## src/rtl/cbm_pkg.sv

```systemverilog
// Shared types and constants for the cartridge bank mapper with clock.
// Used by cbm_rtc_tick and cartridge_bank_mapper_with_rtc_core; no dependencies.
`default_nettype none

package cbm_pkg;

    // Request codes on the input channel
    localparam logic [1:0] REQ_READ  = 2'd0;
    localparam logic [1:0] REQ_WRITE = 2'd1;
    localparam logic [1:0] REQ_TICK  = 2'd2;

    typedef enum logic [1:0] {
        TGT_NONE = 2'd0,
        TGT_ROM  = 2'd1,
        TGT_RAM  = 2'd2,
        TGT_RTC  = 2'd3
    } t_target;

    // Configuration register indexes (byte address 4*index)
    localparam logic [1:0] REG_ROM_SIZE    = 2'd0;
    localparam logic [1:0] REG_RAM_PRESENT = 2'd1;
    localparam logic [1:0] REG_RAM_SIZE    = 2'd2;
    localparam logic [1:0] REG_RTC_PRESENT = 2'd3;

    localparam logic [4:0] ROM_SIZE_RESET = 5'd21;
    localparam logic [4:0] ROM_SIZE_MAX   = 5'd21;
    localparam logic [3:0] RAM_SIZE_RESET = 4'd15;

    // Bus address regions, decoded on address bits 15:13
    localparam logic [2:0] RGN_RAM_ENABLE = 3'b000;
    localparam logic [2:0] RGN_ROM_BANK   = 3'b001;
    localparam logic [2:0] RGN_RAM_SELECT = 3'b010;
    localparam logic [2:0] RGN_LATCH      = 3'b011;
    localparam logic [2:0] RGN_EXT_RAM    = 3'b101;

    localparam logic [3:0] RAM_ENABLE_KEY = 4'hA;
    localparam logic [7:0] LATCH_ARM      = 8'h00;
    localparam logic [7:0] LATCH_FIRE     = 8'h01;
    localparam logic [7:0] OPEN_BUS       = 8'hFF;

    // RAM bank select values: the last RAM bank, then the clock registers
    localparam logic [7:0] SEL_RAM_LAST = 8'h03;
    localparam logic [7:0] SEL_SECONDS  = 8'h08;
    localparam logic [7:0] SEL_MINUTES  = 8'h09;
    localparam logic [7:0] SEL_HOURS    = 8'h0A;
    localparam logic [7:0] SEL_DAY_LOW  = 8'h0B;
    localparam logic [7:0] SEL_DAY_HIGH = 8'h0C;

    localparam int HALT_BIT = 6;

    localparam logic [6:0] SECS_PER_MIN  = 7'd60;
    localparam logic [6:0] MINS_PER_HOUR = 7'd60;
    localparam logic [5:0] HOURS_PER_DAY = 6'd24;

    typedef struct packed {
        logic [5:0] seconds;
        logic [5:0] minutes;
        logic [4:0] hours;
        logic [7:0] day_low;
        logic [7:0] day_high;   // bit 0 day msb, bit 6 halt, bit 7 overflow
    } t_rtc;

endpackage

`default_nettype wire

```

## src/rtl/cartridge_bank_mapper_with_rtc_core.sv

```systemverilog
// Top level of the cartridge bank mapper with real-time clock.
// Depends on cbm_pkg and cbm_rtc_tick.
//
//   channel | direction | handshake                 | payload
//   --------+-----------+---------------------------+-----------------------------------
//   in      | in        | i_in_valid / o_in_ready   | req_type, bus_address, write_byte
//   out     | out       | o_out_valid / i_out_ready | target, mem_address, mem_write,
//           |           |                           | mem_write_byte, read_value
//   config  | in        | psel, penable, pwrite     | paddr (4*index), pwdata, prdata
//
// One transaction per cycle unless the output stalls.
// The input register feeds the decode, bank/clock update and address wrap combinationally;
// state changes land as the transaction moves into the result register.
// A stalled output holds the result; the input register still takes one more transaction.
// Synchronous active-low reset; no clearing pass, the block is ready once reset is released.
`default_nettype none

module cartridge_bank_mapper_with_rtc_core (
    input  wire         i_clk,
    input  wire         i_rst_n,
    // input channel
    input  wire         i_in_valid,
    output logic        o_in_ready,
    input  wire  [1:0]  i_req_type,
    input  wire  [15:0] i_bus_address,
    input  wire  [7:0]  i_write_byte,
    // output channel
    output logic        o_out_valid,
    input  wire         i_out_ready,
    output logic [1:0]  o_target,
    output logic [20:0] o_mem_address,
    output logic        o_mem_write,
    output logic [7:0]  o_mem_write_byte,
    output logic [7:0]  o_read_value,
    // configuration port
    input  wire         psel,
    input  wire         penable,
    input  wire         pwrite,
    input  wire  [3:0]  paddr,
    input  wire  [31:0] pwdata,
    output logic [31:0] prdata,
    output logic        pready
);

    // configuration
    logic [4:0] r_rom_size_log2;
    logic       r_ram_present;
    logic [3:0] r_ram_size_log2;
    logic       r_rtc_present;

    // mapper state
    logic [6:0]    r_rom_bank,        n_rom_bank;
    logic [7:0]    r_ram_bank_select, n_ram_bank_select;
    logic          r_ram_enabled,     n_ram_enabled;
    logic [7:0]    r_last_latch,      n_last_latch;
    cbm_pkg::t_rtc r_clk,             n_clk;
    cbm_pkg::t_rtc r_latched,         n_latched;
    cbm_pkg::t_rtc tick_clk;

    // input register
    logic        r_s1_valid;
    logic [1:0]  r_s1_type;
    logic [15:0] r_s1_addr;
    logic [7:0]  r_s1_data;

    // result register
    logic            r_out_valid;
    cbm_pkg::t_target r_target,     n_target;
    logic [20:0]     r_mem_address, n_mem_address;
    logic            r_mem_write,   n_mem_write;
    logic [7:0]      r_mem_wbyte,   n_mem_wbyte;
    logic [7:0]      r_read_value,  n_read_value;

    logic        in_fire;
    logic        s1_fire;
    logic        cfg_write;
    logic [2:0]  region;
    logic        in_ram;
    logic        ram_bank_ok;
    logic        rtc_reg_ok;
    logic [4:0]  rom_lg;
    logic [20:0] rom_mask;
    logic [20:0] ram_mask;
    logic [20:0] rom_phys;
    logic [20:0] ram_phys;
    logic [7:0]  rtc_read;

    assign s1_fire    = r_s1_valid && (!r_out_valid || i_out_ready);
    assign o_in_ready = !r_s1_valid || s1_fire;
    assign in_fire    = i_in_valid && o_in_ready;

    // ---------------- configuration port ----------------
    assign pready    = 1'b1;
    assign cfg_write = psel && penable && pwrite && pready;

    always_ff @(posedge i_clk) begin
        if (!i_rst_n) begin
            r_rom_size_log2 <= cbm_pkg::ROM_SIZE_RESET;
            r_ram_present   <= 1'b1;
            r_ram_size_log2 <= cbm_pkg::RAM_SIZE_RESET;
            r_rtc_present   <= 1'b1;
        end else if (cfg_write) begin
            unique case (paddr[3:2])
                cbm_pkg::REG_ROM_SIZE:    r_rom_size_log2 <= pwdata[4:0];
                cbm_pkg::REG_RAM_PRESENT: r_ram_present   <= pwdata[0];
                cbm_pkg::REG_RAM_SIZE:    r_ram_size_log2 <= pwdata[3:0];
                cbm_pkg::REG_RTC_PRESENT: r_rtc_present   <= pwdata[0];
                default: ;
            endcase
        end
    end

    always_comb begin
        unique case (paddr[3:2])
            cbm_pkg::REG_ROM_SIZE:    prdata = {27'd0, r_rom_size_log2};
            cbm_pkg::REG_RAM_PRESENT: prdata = {31'd0, r_ram_present};
            cbm_pkg::REG_RAM_SIZE:    prdata = {28'd0, r_ram_size_log2};
            cbm_pkg::REG_RTC_PRESENT: prdata = {31'd0, r_rtc_present};
            default:                  prdata = 32'd0;
        endcase
    end

    // ---------------- decode and update ----------------
    cbm_rtc_tick u_tick (
        .i_now  (r_clk),
        .o_next (tick_clk)
    );

    always_comb begin
        region      = r_s1_addr[15:13];
        in_ram      = (region == cbm_pkg::RGN_EXT_RAM) && r_ram_enabled;
        ram_bank_ok = (r_ram_bank_select <= cbm_pkg::SEL_RAM_LAST) && r_ram_present;
        rtc_reg_ok  = r_rtc_present && (r_ram_bank_select >= cbm_pkg::SEL_SECONDS)
                      && (r_ram_bank_select <= cbm_pkg::SEL_DAY_HIGH);

        // a log2 of 21 shifts the one out of the word; the subtract then gives all ones
        rom_lg   = (r_rom_size_log2 > cbm_pkg::ROM_SIZE_MAX) ? cbm_pkg::ROM_SIZE_MAX
                                                            : r_rom_size_log2;
        rom_mask = (21'd1 << rom_lg) - 21'd1;
        ram_mask = (21'd1 << r_ram_size_log2) - 21'd1;
        rom_phys = {(r_s1_addr[14] ? r_rom_bank : 7'd0), r_s1_addr[13:0]} & rom_mask;
        ram_phys = {r_ram_bank_select, r_s1_addr[12:0]} & ram_mask;

        case (r_ram_bank_select)
            cbm_pkg::SEL_SECONDS: rtc_read = {2'd0, r_latched.seconds};
            cbm_pkg::SEL_MINUTES: rtc_read = {2'd0, r_latched.minutes};
            cbm_pkg::SEL_HOURS:   rtc_read = {3'd0, r_latched.hours};
            cbm_pkg::SEL_DAY_LOW: rtc_read = r_latched.day_low;
            default:              rtc_read = r_latched.day_high;
        endcase

        n_rom_bank        = r_rom_bank;
        n_ram_bank_select = r_ram_bank_select;
        n_ram_enabled     = r_ram_enabled;
        n_last_latch      = r_last_latch;
        n_clk             = r_clk;
        n_latched         = r_latched;

        n_target      = cbm_pkg::TGT_NONE;
        n_mem_address = 21'd0;
        n_mem_write   = 1'b0;
        n_mem_wbyte   = 8'd0;
        n_read_value  = 8'd0;

        case (r_s1_type)
            cbm_pkg::REQ_READ: begin
                n_read_value = cbm_pkg::OPEN_BUS;
                if (!r_s1_addr[15]) begin
                    n_target      = cbm_pkg::TGT_ROM;
                    n_mem_address = rom_phys;
                    n_read_value  = 8'd0;
                end else if (in_ram && ram_bank_ok) begin
                    n_target      = cbm_pkg::TGT_RAM;
                    n_mem_address = ram_phys;
                    n_read_value  = 8'd0;
                end else if (in_ram && rtc_reg_ok) begin
                    n_target      = cbm_pkg::TGT_RTC;
                    n_read_value  = rtc_read;
                end
            end
            cbm_pkg::REQ_WRITE: begin
                unique case (region)
                    cbm_pkg::RGN_RAM_ENABLE: begin
                        n_ram_enabled = (r_s1_data[3:0] == cbm_pkg::RAM_ENABLE_KEY);
                    end
                    cbm_pkg::RGN_ROM_BANK: begin
                        n_rom_bank = (r_s1_data[6:0] == 7'd0) ? 7'd1 : r_s1_data[6:0];
                    end
                    cbm_pkg::RGN_RAM_SELECT: begin
                        n_ram_bank_select = r_s1_data;
                    end
                    cbm_pkg::RGN_LATCH: begin
                        // capture the running clock on a 0 then 1 sequence
                        if (r_rtc_present && r_last_latch == cbm_pkg::LATCH_ARM
                                && r_s1_data == cbm_pkg::LATCH_FIRE) begin
                            n_latched = r_clk;
                        end
                        n_last_latch = r_s1_data;
                    end
                    cbm_pkg::RGN_EXT_RAM: begin
                        if (in_ram && ram_bank_ok) begin
                            n_target      = cbm_pkg::TGT_RAM;
                            n_mem_address = ram_phys;
                            n_mem_write   = 1'b1;
                            n_mem_wbyte   = r_s1_data;
                        end else if (in_ram && rtc_reg_ok) begin
                            n_target = cbm_pkg::TGT_RTC;
                            case (r_ram_bank_select)
                                cbm_pkg::SEL_SECONDS: n_clk.seconds = r_s1_data[5:0];
                                cbm_pkg::SEL_MINUTES: n_clk.minutes = r_s1_data[5:0];
                                cbm_pkg::SEL_HOURS:   n_clk.hours   = r_s1_data[4:0];
                                cbm_pkg::SEL_DAY_LOW: n_clk.day_low = r_s1_data;
                                default:              n_clk.day_high = r_s1_data;
                            endcase
                        end
                    end
                    default: ;
                endcase
            end
            cbm_pkg::REQ_TICK: begin
                if (r_rtc_present && !r_clk.day_high[cbm_pkg::HALT_BIT]) begin
                    n_clk = tick_clk;
                end
            end
            default: ;
        endcase
    end

    // ---------------- registers ----------------
    always_ff @(posedge i_clk) begin
        if (!i_rst_n) begin
            r_s1_valid        <= 1'b0;
            r_out_valid       <= 1'b0;
            r_rom_bank        <= 7'd1;
            r_ram_bank_select <= 8'd0;
            r_ram_enabled     <= 1'b0;
            r_last_latch      <= 8'd0;
            r_clk             <= '0;
            r_latched         <= '0;
        end else begin
            if (in_fire) begin
                r_s1_valid <= 1'b1;
            end else if (s1_fire) begin
                r_s1_valid <= 1'b0;
            end

            if (s1_fire) begin
                r_out_valid <= 1'b1;
            end else if (i_out_ready) begin
                r_out_valid <= 1'b0;
            end

            // state advances only as a transaction leaves the input register
            if (s1_fire) begin
                r_rom_bank        <= n_rom_bank;
                r_ram_bank_select <= n_ram_bank_select;
                r_ram_enabled     <= n_ram_enabled;
                r_last_latch      <= n_last_latch;
                r_clk             <= n_clk;
                r_latched         <= n_latched;
            end
        end
    end

    always_ff @(posedge i_clk) begin
        if (in_fire) begin
            r_s1_type <= i_req_type;
            r_s1_addr <= i_bus_address;
            r_s1_data <= i_write_byte;
        end
        if (s1_fire) begin
            r_target      <= n_target;
            r_mem_address <= n_mem_address;
            r_mem_write   <= n_mem_write;
            r_mem_wbyte   <= n_mem_wbyte;
            r_read_value  <= n_read_value;
        end
    end

    assign o_out_valid      = r_out_valid;
    assign o_target         = r_target;
    assign o_mem_address    = r_mem_address;
    assign o_mem_write      = r_mem_write;
    assign o_mem_write_byte = r_mem_wbyte;
    assign o_read_value     = r_read_value;

    // ---------------- assertions ----------------
    a_no_overwrite: assert property (@(posedge i_clk) disable iff (!i_rst_n)
        r_s1_valid && r_out_valid && !i_out_ready |-> !o_in_ready)
        else $error("input register taken while its transaction is blocked");

    a_rom_bank_write: assert property (@(posedge i_clk) disable iff (!i_rst_n)
        s1_fire && r_s1_type == cbm_pkg::REQ_WRITE && r_s1_addr[15:13] == cbm_pkg::RGN_ROM_BANK
        |=> r_rom_bank == (($past(r_s1_data[6:0]) == 7'd0) ? 7'd1 : $past(r_s1_data[6:0])))
        else $error("rom bank write not applied with zero mapped to one");

    a_halt_holds: assert property (@(posedge i_clk) disable iff (!i_rst_n)
        s1_fire && r_s1_type == cbm_pkg::REQ_TICK && r_clk.day_high[cbm_pkg::HALT_BIT]
        |=> r_clk == $past(r_clk))
        else $error("halted clock advanced on a tick");

    a_rtc_result_clean: assert property (@(posedge i_clk) disable iff (!i_rst_n)
        o_out_valid && o_target == cbm_pkg::TGT_RTC |-> o_mem_address == 21'd0 && !o_mem_write)
        else $error("clock register transaction carries a memory address or write");

endmodule

`default_nettype wire

```

## src/rtl/cbm_rtc_tick.sv

```systemverilog
// One-second advance of the clock registers: seconds, minutes, hours, 9-bit day.
// Depends on cbm_pkg for t_rtc and the unit limits.
`default_nettype none

module cbm_rtc_tick (
    input  wire cbm_pkg::t_rtc i_now,
    output cbm_pkg::t_rtc      o_next
);

    logic [6:0] sec_sum;
    logic [6:0] min_sum;
    logic [5:0] hour_sum;
    logic [9:0] day_sum;
    logic       sec_carry;
    logic       min_carry;
    logic       hour_carry;

    always_comb begin
        // each sum stays below twice its unit, so one subtract reduces it
        sec_sum   = {1'b0, i_now.seconds} + 7'd1;
        sec_carry = (sec_sum >= cbm_pkg::SECS_PER_MIN);
        min_sum   = {1'b0, i_now.minutes} + {6'd0, sec_carry};
        min_carry = (min_sum >= cbm_pkg::MINS_PER_HOUR);
        hour_sum  = {1'b0, i_now.hours} + {5'd0, min_carry};
        hour_carry = (hour_sum >= cbm_pkg::HOURS_PER_DAY);
        day_sum   = {1'b0, i_now.day_high[0], i_now.day_low} + {9'd0, hour_carry};

        o_next.seconds  = sec_carry ? 6'(sec_sum - cbm_pkg::SECS_PER_MIN) : sec_sum[5:0];
        o_next.minutes  = min_carry ? 6'(min_sum - cbm_pkg::MINS_PER_HOUR) : min_sum[5:0];
        o_next.hours    = hour_carry ? 5'(hour_sum - cbm_pkg::HOURS_PER_DAY)
                                     : hour_sum[4:0];
        o_next.day_low  = day_sum[7:0];
        // overflow bit is sticky
        o_next.day_high = {i_now.day_high[7] | day_sum[9], i_now.day_high[6:1], day_sum[8]};
    end

endmodule

`default_nettype wire
```

## config.mk

```make
export PLATFORM = sky130hd
export DESIGN_NAME = cartridge_bank_mapper_with_rtc_core
export DESIGN_NICKNAME = d
export VERILOG_FILES = /design/src/rtl/cbm_pkg.sv /design/src/rtl/cartridge_bank_mapper_with_rtc_core.sv /design/src/rtl/cbm_rtc_tick.sv
export SDC_FILE = /design/constraint.sdc
export NUM_CORES = 1
export LEC_CHECK = 0
export BUFFER_PORTS_ARGS = -buffer_cell sky130_fd_sc_hd__buf_2
export CAP_MARGIN = 10
export CORE_MARGIN = 2
export CORE_UTILIZATION = 57
export CTS_CLUSTER_DIAMETER = 50
export DETAILED_ROUTE_END_ITERATION = 7
export PLACE_DENSITY = 0.81
export SETUP_SLACK_MARGIN = 0.5
export SYNTH_ARGS = -nofsm -noshare
export SYNTH_HDL_FRONTEND = slang
export SYNTH_SLANG_ARGS = --single-unit
```

## constraint.sdc

```tcl
create_clock -name i_clk -period 6.47 [get_ports i_clk]
set_clock_uncertainty 0.1 [all_clocks]
set_input_delay 0.647 -clock i_clk [delete_from_list [all_inputs] [get_ports i_clk]]
set_output_delay 0.647 -clock i_clk [all_outputs]
set_load 0.02 [all_outputs]
```

==> results of run 1 <==
[cell type report]
cell class,count,area share
repair buffers,95,0.0514
clock inverters,11,0.0145
clock buffers,21,0.0487
flip-flops and latches,169,0.418
well taps,188,0.0243
multi-input cells,680,0.439
inverters,11,0.00426
[placed cells by master, fill, tap and decap left out, types with 10 or more instances in the layout]
master,n
a21boi_0,11
a21boi_1,30
a21oi_1,37
a31oi_1,14
and2_1,21
buf_2,86
clkbuf_16,18
conb_1,28
dfxtp_1,100
edfxtp_1,66
inv_1,11
mux2i_1,44
nand2_1,151
nand2b_1,10
nand3_1,36
nor2_1,42
nor2b_1,41
nor3b_1,10
o21ai_0,45
[sequential cells by signal, indices dropped and copies added (netlist names), 8 cells and up]
register           flops
r_last_latch           8
o_mem_write_byte       8
o_read_value           8
r_s1_data              8
r_latched             33
r_clk                 33
o_mem_address         21
r_s1_addr             16
r_ram_bank_select      8
[worst max path at each step]
stage                                  endpoint  cells after the start
final                     r_clk[0]$_SDFFE_PN0P_                     27
after global routing      r_clk[0]$_SDFFE_PN0P_                     27
after CTS                 r_clk[0]$_SDFFE_PN0P_                     27
after detailed placement  r_clk[0]$_SDFFE_PN0P_                     26
after global placement    r_clk[0]$_SDFFE_PN0P_                     27
after floorplan           r_clk[0]$_SDFFE_PN0P_                     25
[cell families (layout without fill, tap and decap cells)]
group / Yosys count / count (layout) / synth area share
buffers and inverters: 104 / 138 / 0.0627
xor gates and xnor gates: 13 / 13 / 0.0131
adders and majority gates: 12 / 12 / 0.0172
muxes: 53 / 53 / 0.0699
and+or+nand+nor: 368 / 368 / 0.215
AOI/OAI and AO/OA: 206 / 206 / 0.158
DFF: 169 / 169 / 0.464
other: 2 / 28 / 0.000861
[metal layers]
| metal | vias up | part of all wire | global-route usage |
|---|---|---|---|
| met4 | 0 | 0.037 | 0.129 |
| li1 | 3331 | - | - |
| met3 | 59 | 0.062 | 0.0605 |
| met1 | 3265 | 0.42 | 0.310 |
| met5 | - | 0 | 0 |
| met2 | 283 | 0.48 | 0.410 |
[repair_timing]
item	in CTS	in global routing
endpoints found under the hold margin	0	0
setup buffers	0	1
gates resized for setup	0	8
endpoints found under the setup margin	0	9
[report_power, final]
| group | switching, W | total [W] | internal [W] |
|---|---|---|---|
| clock | 0.000418 | 0.00106 | 0.000640 |
| combinational | 0.0000947 | 0.000142 | 0.0000471 |
| sequential | 0.0000237 | 0.00116 | 0.00113 |
| total | 0.000536 | 0.00236 | 0.00182 |
[through the flow]
| step | worst slack [ns] | area (um^2) | total power, W | instances | utilization |
|---|---|---|---|---|---|
| after floorplan | 1.30 | 8820 | 0.00128 | 953 | - |
| after global routing | 0.502 | 9690 | 0.00243 | 1175 | 0.642 |
| after global placement | 0.930 | 9050 | 0.00132 | 1142 | 0.600 |
| after CTS | 0.710 | 9660 | 0.00237 | 1174 | 0.640 |
| after detailed placement | 0.799 | 9050 | 0.00132 | 1142 | 0.600 |
| final | 1.10 | 9690 | 0.00236 | 1175 | 0.642 |
==> results.md, run 1 <==
* Outcome: complete, no violations
* Via-to-Cell Ratio at 5.90
* Wire length per cell after detailed routing at 17.1 um
* Nature of the critical path endpoint: register
* Starting density of the core at 0.578
* CP Data Arrival Time at 5.64 ns
* I/O Buffers at 86
* Area growth, synth to finish at 11.0%
* Leak pwr at 3.86 nW
* Crit path launch: r_clk[27]$_SDFFE_PN0P_
* Die outline width at 128 um
* GRT overflow at 0
* Pwr per Cell Area at 243 nW/um^2
* Top post-synthesis cells by count: nand2_1, dfxtp_1, edfxtp_1
* Largest net degree at the start of global routing at 111
* Layout fillers at 1209
* Top post-synthesis cells by area: dfxtp_1, edfxtp_1, nand2_1, mux2i_1, nor2b_1
* Slowest stage cell on the critical path: dfxtp_2
* Final GP Congestion at 0.858
* Share of layout cells above drive strength 1 at 0.159
* End of the worst register-to-register path: r_clk[0]$_SDFFE_PN0P_
* Number of max-cap violations at 0
* Clock tree from TritonCTS: yes
* Depth of the worst register-to-register path at 27
* Endpoint, Worst Hold: r_s1_addr[9]$_DFFE_PP_
* Top cell family by delay on the critical path: adder cells
* Overall die height at 128 um
* Hold WS at 0.290 ns
* Count of inserted antenna diode cells at 0
* I/O pin count at 144
* Dominant register cell in the synthesized netlist: dfxtp_1
* Standard cell core area at 15100 um^2
* Post-route setup TNS at 0 ns
* Via count at 6938
* Hold Crit Class: primary input to register
* Most used cell, CP: ha_1
* Count of routing violations after the opening detailed-route iteration at 684
* Distinct cell type count after synthesis at 69
* Final Setup Violations at 0
* Worst reg2reg path startpoint: r_clk[27]$_SDFFE_PN0P_
* Multi-input combinational cell area at 4250 um^2
* Router iterations before antenna repair at 7
* Post-detailed-routing wire length at 20100 um
* Antenna violations before repair at 0
* Number of standard cells after synthesis at 927
* Worst hold stages at 1
* CTS max path bufs at 2
* Total clock buffers created by CTS at 17
* CTS root buffer: clkbuf_16
* Clock transition at path regs at 0.06 ns
* Number of buffers added to fix hold violations after cts at 0
* Post-detailed-placement half-perimeter wirelength at 13000 um
* Pin slew with the least headroom to its limit at 1.08 ns
* Global-route wire length before repair at 32100 um
* Dominant cell type by area after synthesis: dfxtp_1
* Fin. max-slew vios at 0
* Storage cell area at 4050 um^2
* Setup CP Type: register to register
* Unrepaired setup endpoints after global routing: no
* Maximum clock frequency at 0.186 GHz
* Synth top area share at 0.236
* Synthesized flop and latch total at 169
* Count leader, synth: nand2_1
* Cell Rows at 45
* Synthesized cell area at 8720 um^2
* Count of flip-flops with a built-in enable after synthesis at 66
* Final period demand of the worst path at 5.37 ns
* Gr usage total at 0.251
* Portion of the clock cycle consumed by the worst path in the final layout at 0.831
* Peak supply drop at 178 uV
* Total count of hold-check failures in the final report at 0
* Register-to-Register Setup Slack at 1.10 ns
* Number of nets still failing antenna checks after routing at 0
* Yosys synthesis warning count at 0
* Maximum fanout encountered on the critical timing path at 9
* Worst slew margin relative to its limit at 0.277
* Share of flip-flops with an asynchronous set or reset at 0
* Number of nets in the finished design at 1055
* Mapped Avg Cell Area at 9.41 um^2
* WP data required at 6.73 ns
* Longest individual stage delay on the worst path at 0.42 ns
* Worst skew pair latency at 0.43 ns
* Total clock sinks at 169
* Type of origin of the critical path: register
* H-tree levels at 4
* Number of remaining DRC errors at 0
* CP Buf/Inv Count at 1
* Vias in the first global route at 6428
* Area of the die at 16300 um^2
* Portion of the post-synthesis area used by sequential elements at 0.464
* Launch instance of the worst min-delay path: i_bus_address[9]
Power figures use the tool's default switching activity.
==> inputs of run 2 (changes only) <==
- CORE_UTILIZATION: 57 -> 51
- PLACE_DENSITY: 0.81 -> 0.76
- clock period: 6.47 -> 4.4 ns (I/O delays scaled with it)
==> results.md, run 2 (synthesized netlist as in run 1, its figures left out) <==
* Outcome: complete, but fails checks
* Violations in the final reports: negative setup slack
* Hold Crit Class: primary input to register
* Post-detailed-placement half-perimeter wirelength at 13900 um
* Cell Rows at 47
* Storage cell area at 4050 um^2
* Final period demand of the worst path at 4.43 ns
* CTS max path bufs at 2
* Cell-internal power at 0.00256 W
* Worst setup slack after placement at -0.122 ns
* H-tree levels at 4
* Final GP Congestion at 0.810
* Maximum clock frequency at 0.226 GHz
* Unrepaired setup endpoints after global routing: yes
* Router iterations before antenna repair at 5
* Setup CP Type: register to register
* Multi-input combinational cell area at 4480 um^2
* Maximum fanout encountered on the critical timing path at 4
* Standard cell core area at 16600 um^2
* Share of total power in sequential cells at 0.509
* Net switching share of the total power at 0.231
* WP data required at 4.62 ns
* Gr usage total at 0.233
* Post-layout util at 0.611
* Leak pwr at 4.06 nW
* Worst skew pair latency at 0.43 ns
* Layout fillers at 1419
* Area of the die at 18200 um^2
* Count of inserted antenna diode cells at 0
* Die outline width at 135 um
* Vias in the first global route at 6555
* Number of nets still failing antenna checks after routing at 0
* Via count at 7061
* Fin worst setup slack at -0.0262 ns
* Total instance count after detailed placement at 1198
* Peak supply drop at 300 uV
* Type of origin of the critical path: register
* Total clock sinks at 169
* Antenna violations before repair at 0
* Pwr per Cell Area at 328 nW/um^2
* Starting density of the core at 0.524
* Net load switching power at 0.000769 W
* Final Setup Violations at 3
* Largest net degree at the start of global routing at 52
* Commonest non-fill, non-tap cells in the layout: nand2_1, dfxtp_1, buf_2
* Post-detailed-routing wire length at 20900 um
* Total count of hold-check failures in the final report at 0
* I/O Buffers at 86
* Worst slew margin relative to its limit at 0.329
* Count of placed standard cells in the final layout, fillers left out at 1242
* Share of layout cells above drive strength 1 at 0.213
* Most common cell after layout, fill and taps aside: nand2_1
* Overall die height at 135 um
* CP Data Arrival Time at 4.64 ns
* CTS root buffer: clkbuf_16
* Fraction of power consumed by combinational cells at 0.065
* I/O pin count at 144
* Number of max-cap violations at 0
* GRT overflow at 0
* Clock share of power at 0.426
* Number of nets in the finished design at 1090
* Pin slew with the least headroom to its limit at 1.00 ns
* Post-route setup TNS at -0.0558 ns
* Clock transition at path regs at 0.06 ns
* Wire length per cell after detailed routing at 16.8 um
* Fin. max-slew vios at 0
* Total clock buffers created by CTS at 17
* Global-route wire length before repair at 33300 um
* Area growth, synth to finish at 16.6%
* Via-to-Cell Ratio at 5.69
* Number of buffers added to fix hold violations after cts at 0
* Number of remaining DRC errors at 0
* Count of routing violations after the opening detailed-route iteration at 550
* Nature of the critical path endpoint: register
* Portion of the clock cycle consumed by the worst path in the final layout at 1.01
* Clock tree from TritonCTS: yes
-- run 2: cell types whose count changed in the layout (fill, tap and decap cells not counted), sizes merged --
cell      previous run  this run
inv                 14        11
clkinv               4         5
clkinvlp             1         3
buf                 95       130
bufinv               3         2
clkbuf              21        22
-- run 2: per-layer routing --
layer | GRT usage | vias to the layer above | wire length (um)
li1 | - | 3405 | -
met1 | 0.293 | 3381 | 8920
met2 | 0.398 | 233 | 10400
met3 | 0.0507 | 42 | 1160
met4 | 0.0789 | 0 | 376
met5 | 0 | - | 0
-- run 2: power by group through the flow --
stage,Clock (W),Combinational [W],Sequential [W]
6_report,0.00142,0.000217,0.00170
4_1_cts,0.00144,0.000216,0.00170
5_1_grt,0.00151,0.000235,0.00170
3_3_place_gp,0,0.000212,0.00173
3_5_place_dp,0,0.000214,0.00173
2_1_floorplan,0,0.000146,0.00174
-- run 2: worst paths after layout --
kind                         startpoint                    endpoint  slack, ns  cells past startpoint
min                     i_write_byte[2]      r_s1_data[2]$_DFFE_PP_       0.09                      1
max reg2reg      r_clk[27]$_SDFFE_PN0P_      r_clk[10]$_SDFFE_PN0P_      -0.03                     24
max              r_clk[27]$_SDFFE_PN0P_      r_clk[10]$_SDFFE_PN0P_      -0.03                     24
min reg2reg  r_latched[10]$_SDFFE_PN0P_  r_latched[10]$_SDFFE_PN0P_       0.35                      2
-- run 2: what timing repair did --
item	in CTS	in global routing
endpoints found under the setup margin	12	14
gates resized for setup	12	18
pin swaps	8	14
buffers inserted	6	6
-- run 2: layout make-up --
| class | count | area share |
|---|---|---|
| multi-input combinational | 680 | 0.440 |
| sequential | 169 | 0.399 |
| clock inverter | 10 | 0.0103 |
| inverter | 11 | 0.00406 |
| timing repair buffer | 130 | 0.0759 |
| tap | 220 | 0.0271 |
| clock buffer | 22 | 0.0437 |
-- run 2: through the flow --
stage	area, um^2	hold WS [ns]	power, W
floorplan	8980	0.327	0.00188
global placement	9420	0.334	0.00194
detailed placement	9420	0.344	0.00194
CTS	10100	0.0715	0.00335
global route	10200	0.0657	0.00344
finish	10200	0.0856	0.00333
-- run 2: worst max-delay path, stage by stage, from the launching register on --
cell	delay, ns
dfxtp_4	0.38
ha_4	0.15
xor2_2	0.16
ha_2	0.22
and4b_1	0.21
nor3_2	0.05
o32ai_2	0.26
ha_2	0.29
nand3_2	0.11
xnor2_2	0.18
ha_2	0.20
o211a_1	0.14
nor3_4	0.25
nor2_4	0.08
ha_4	0.20
ha_4	0.17
nand3_2	0.05
nand2_1	0.05
a32o_2	0.24
ha_4	0.18
ha_4	0.16
buf_4	0.13
nor3b_1	0.13
o21ai_1	0.17
a21boi_1	0.07
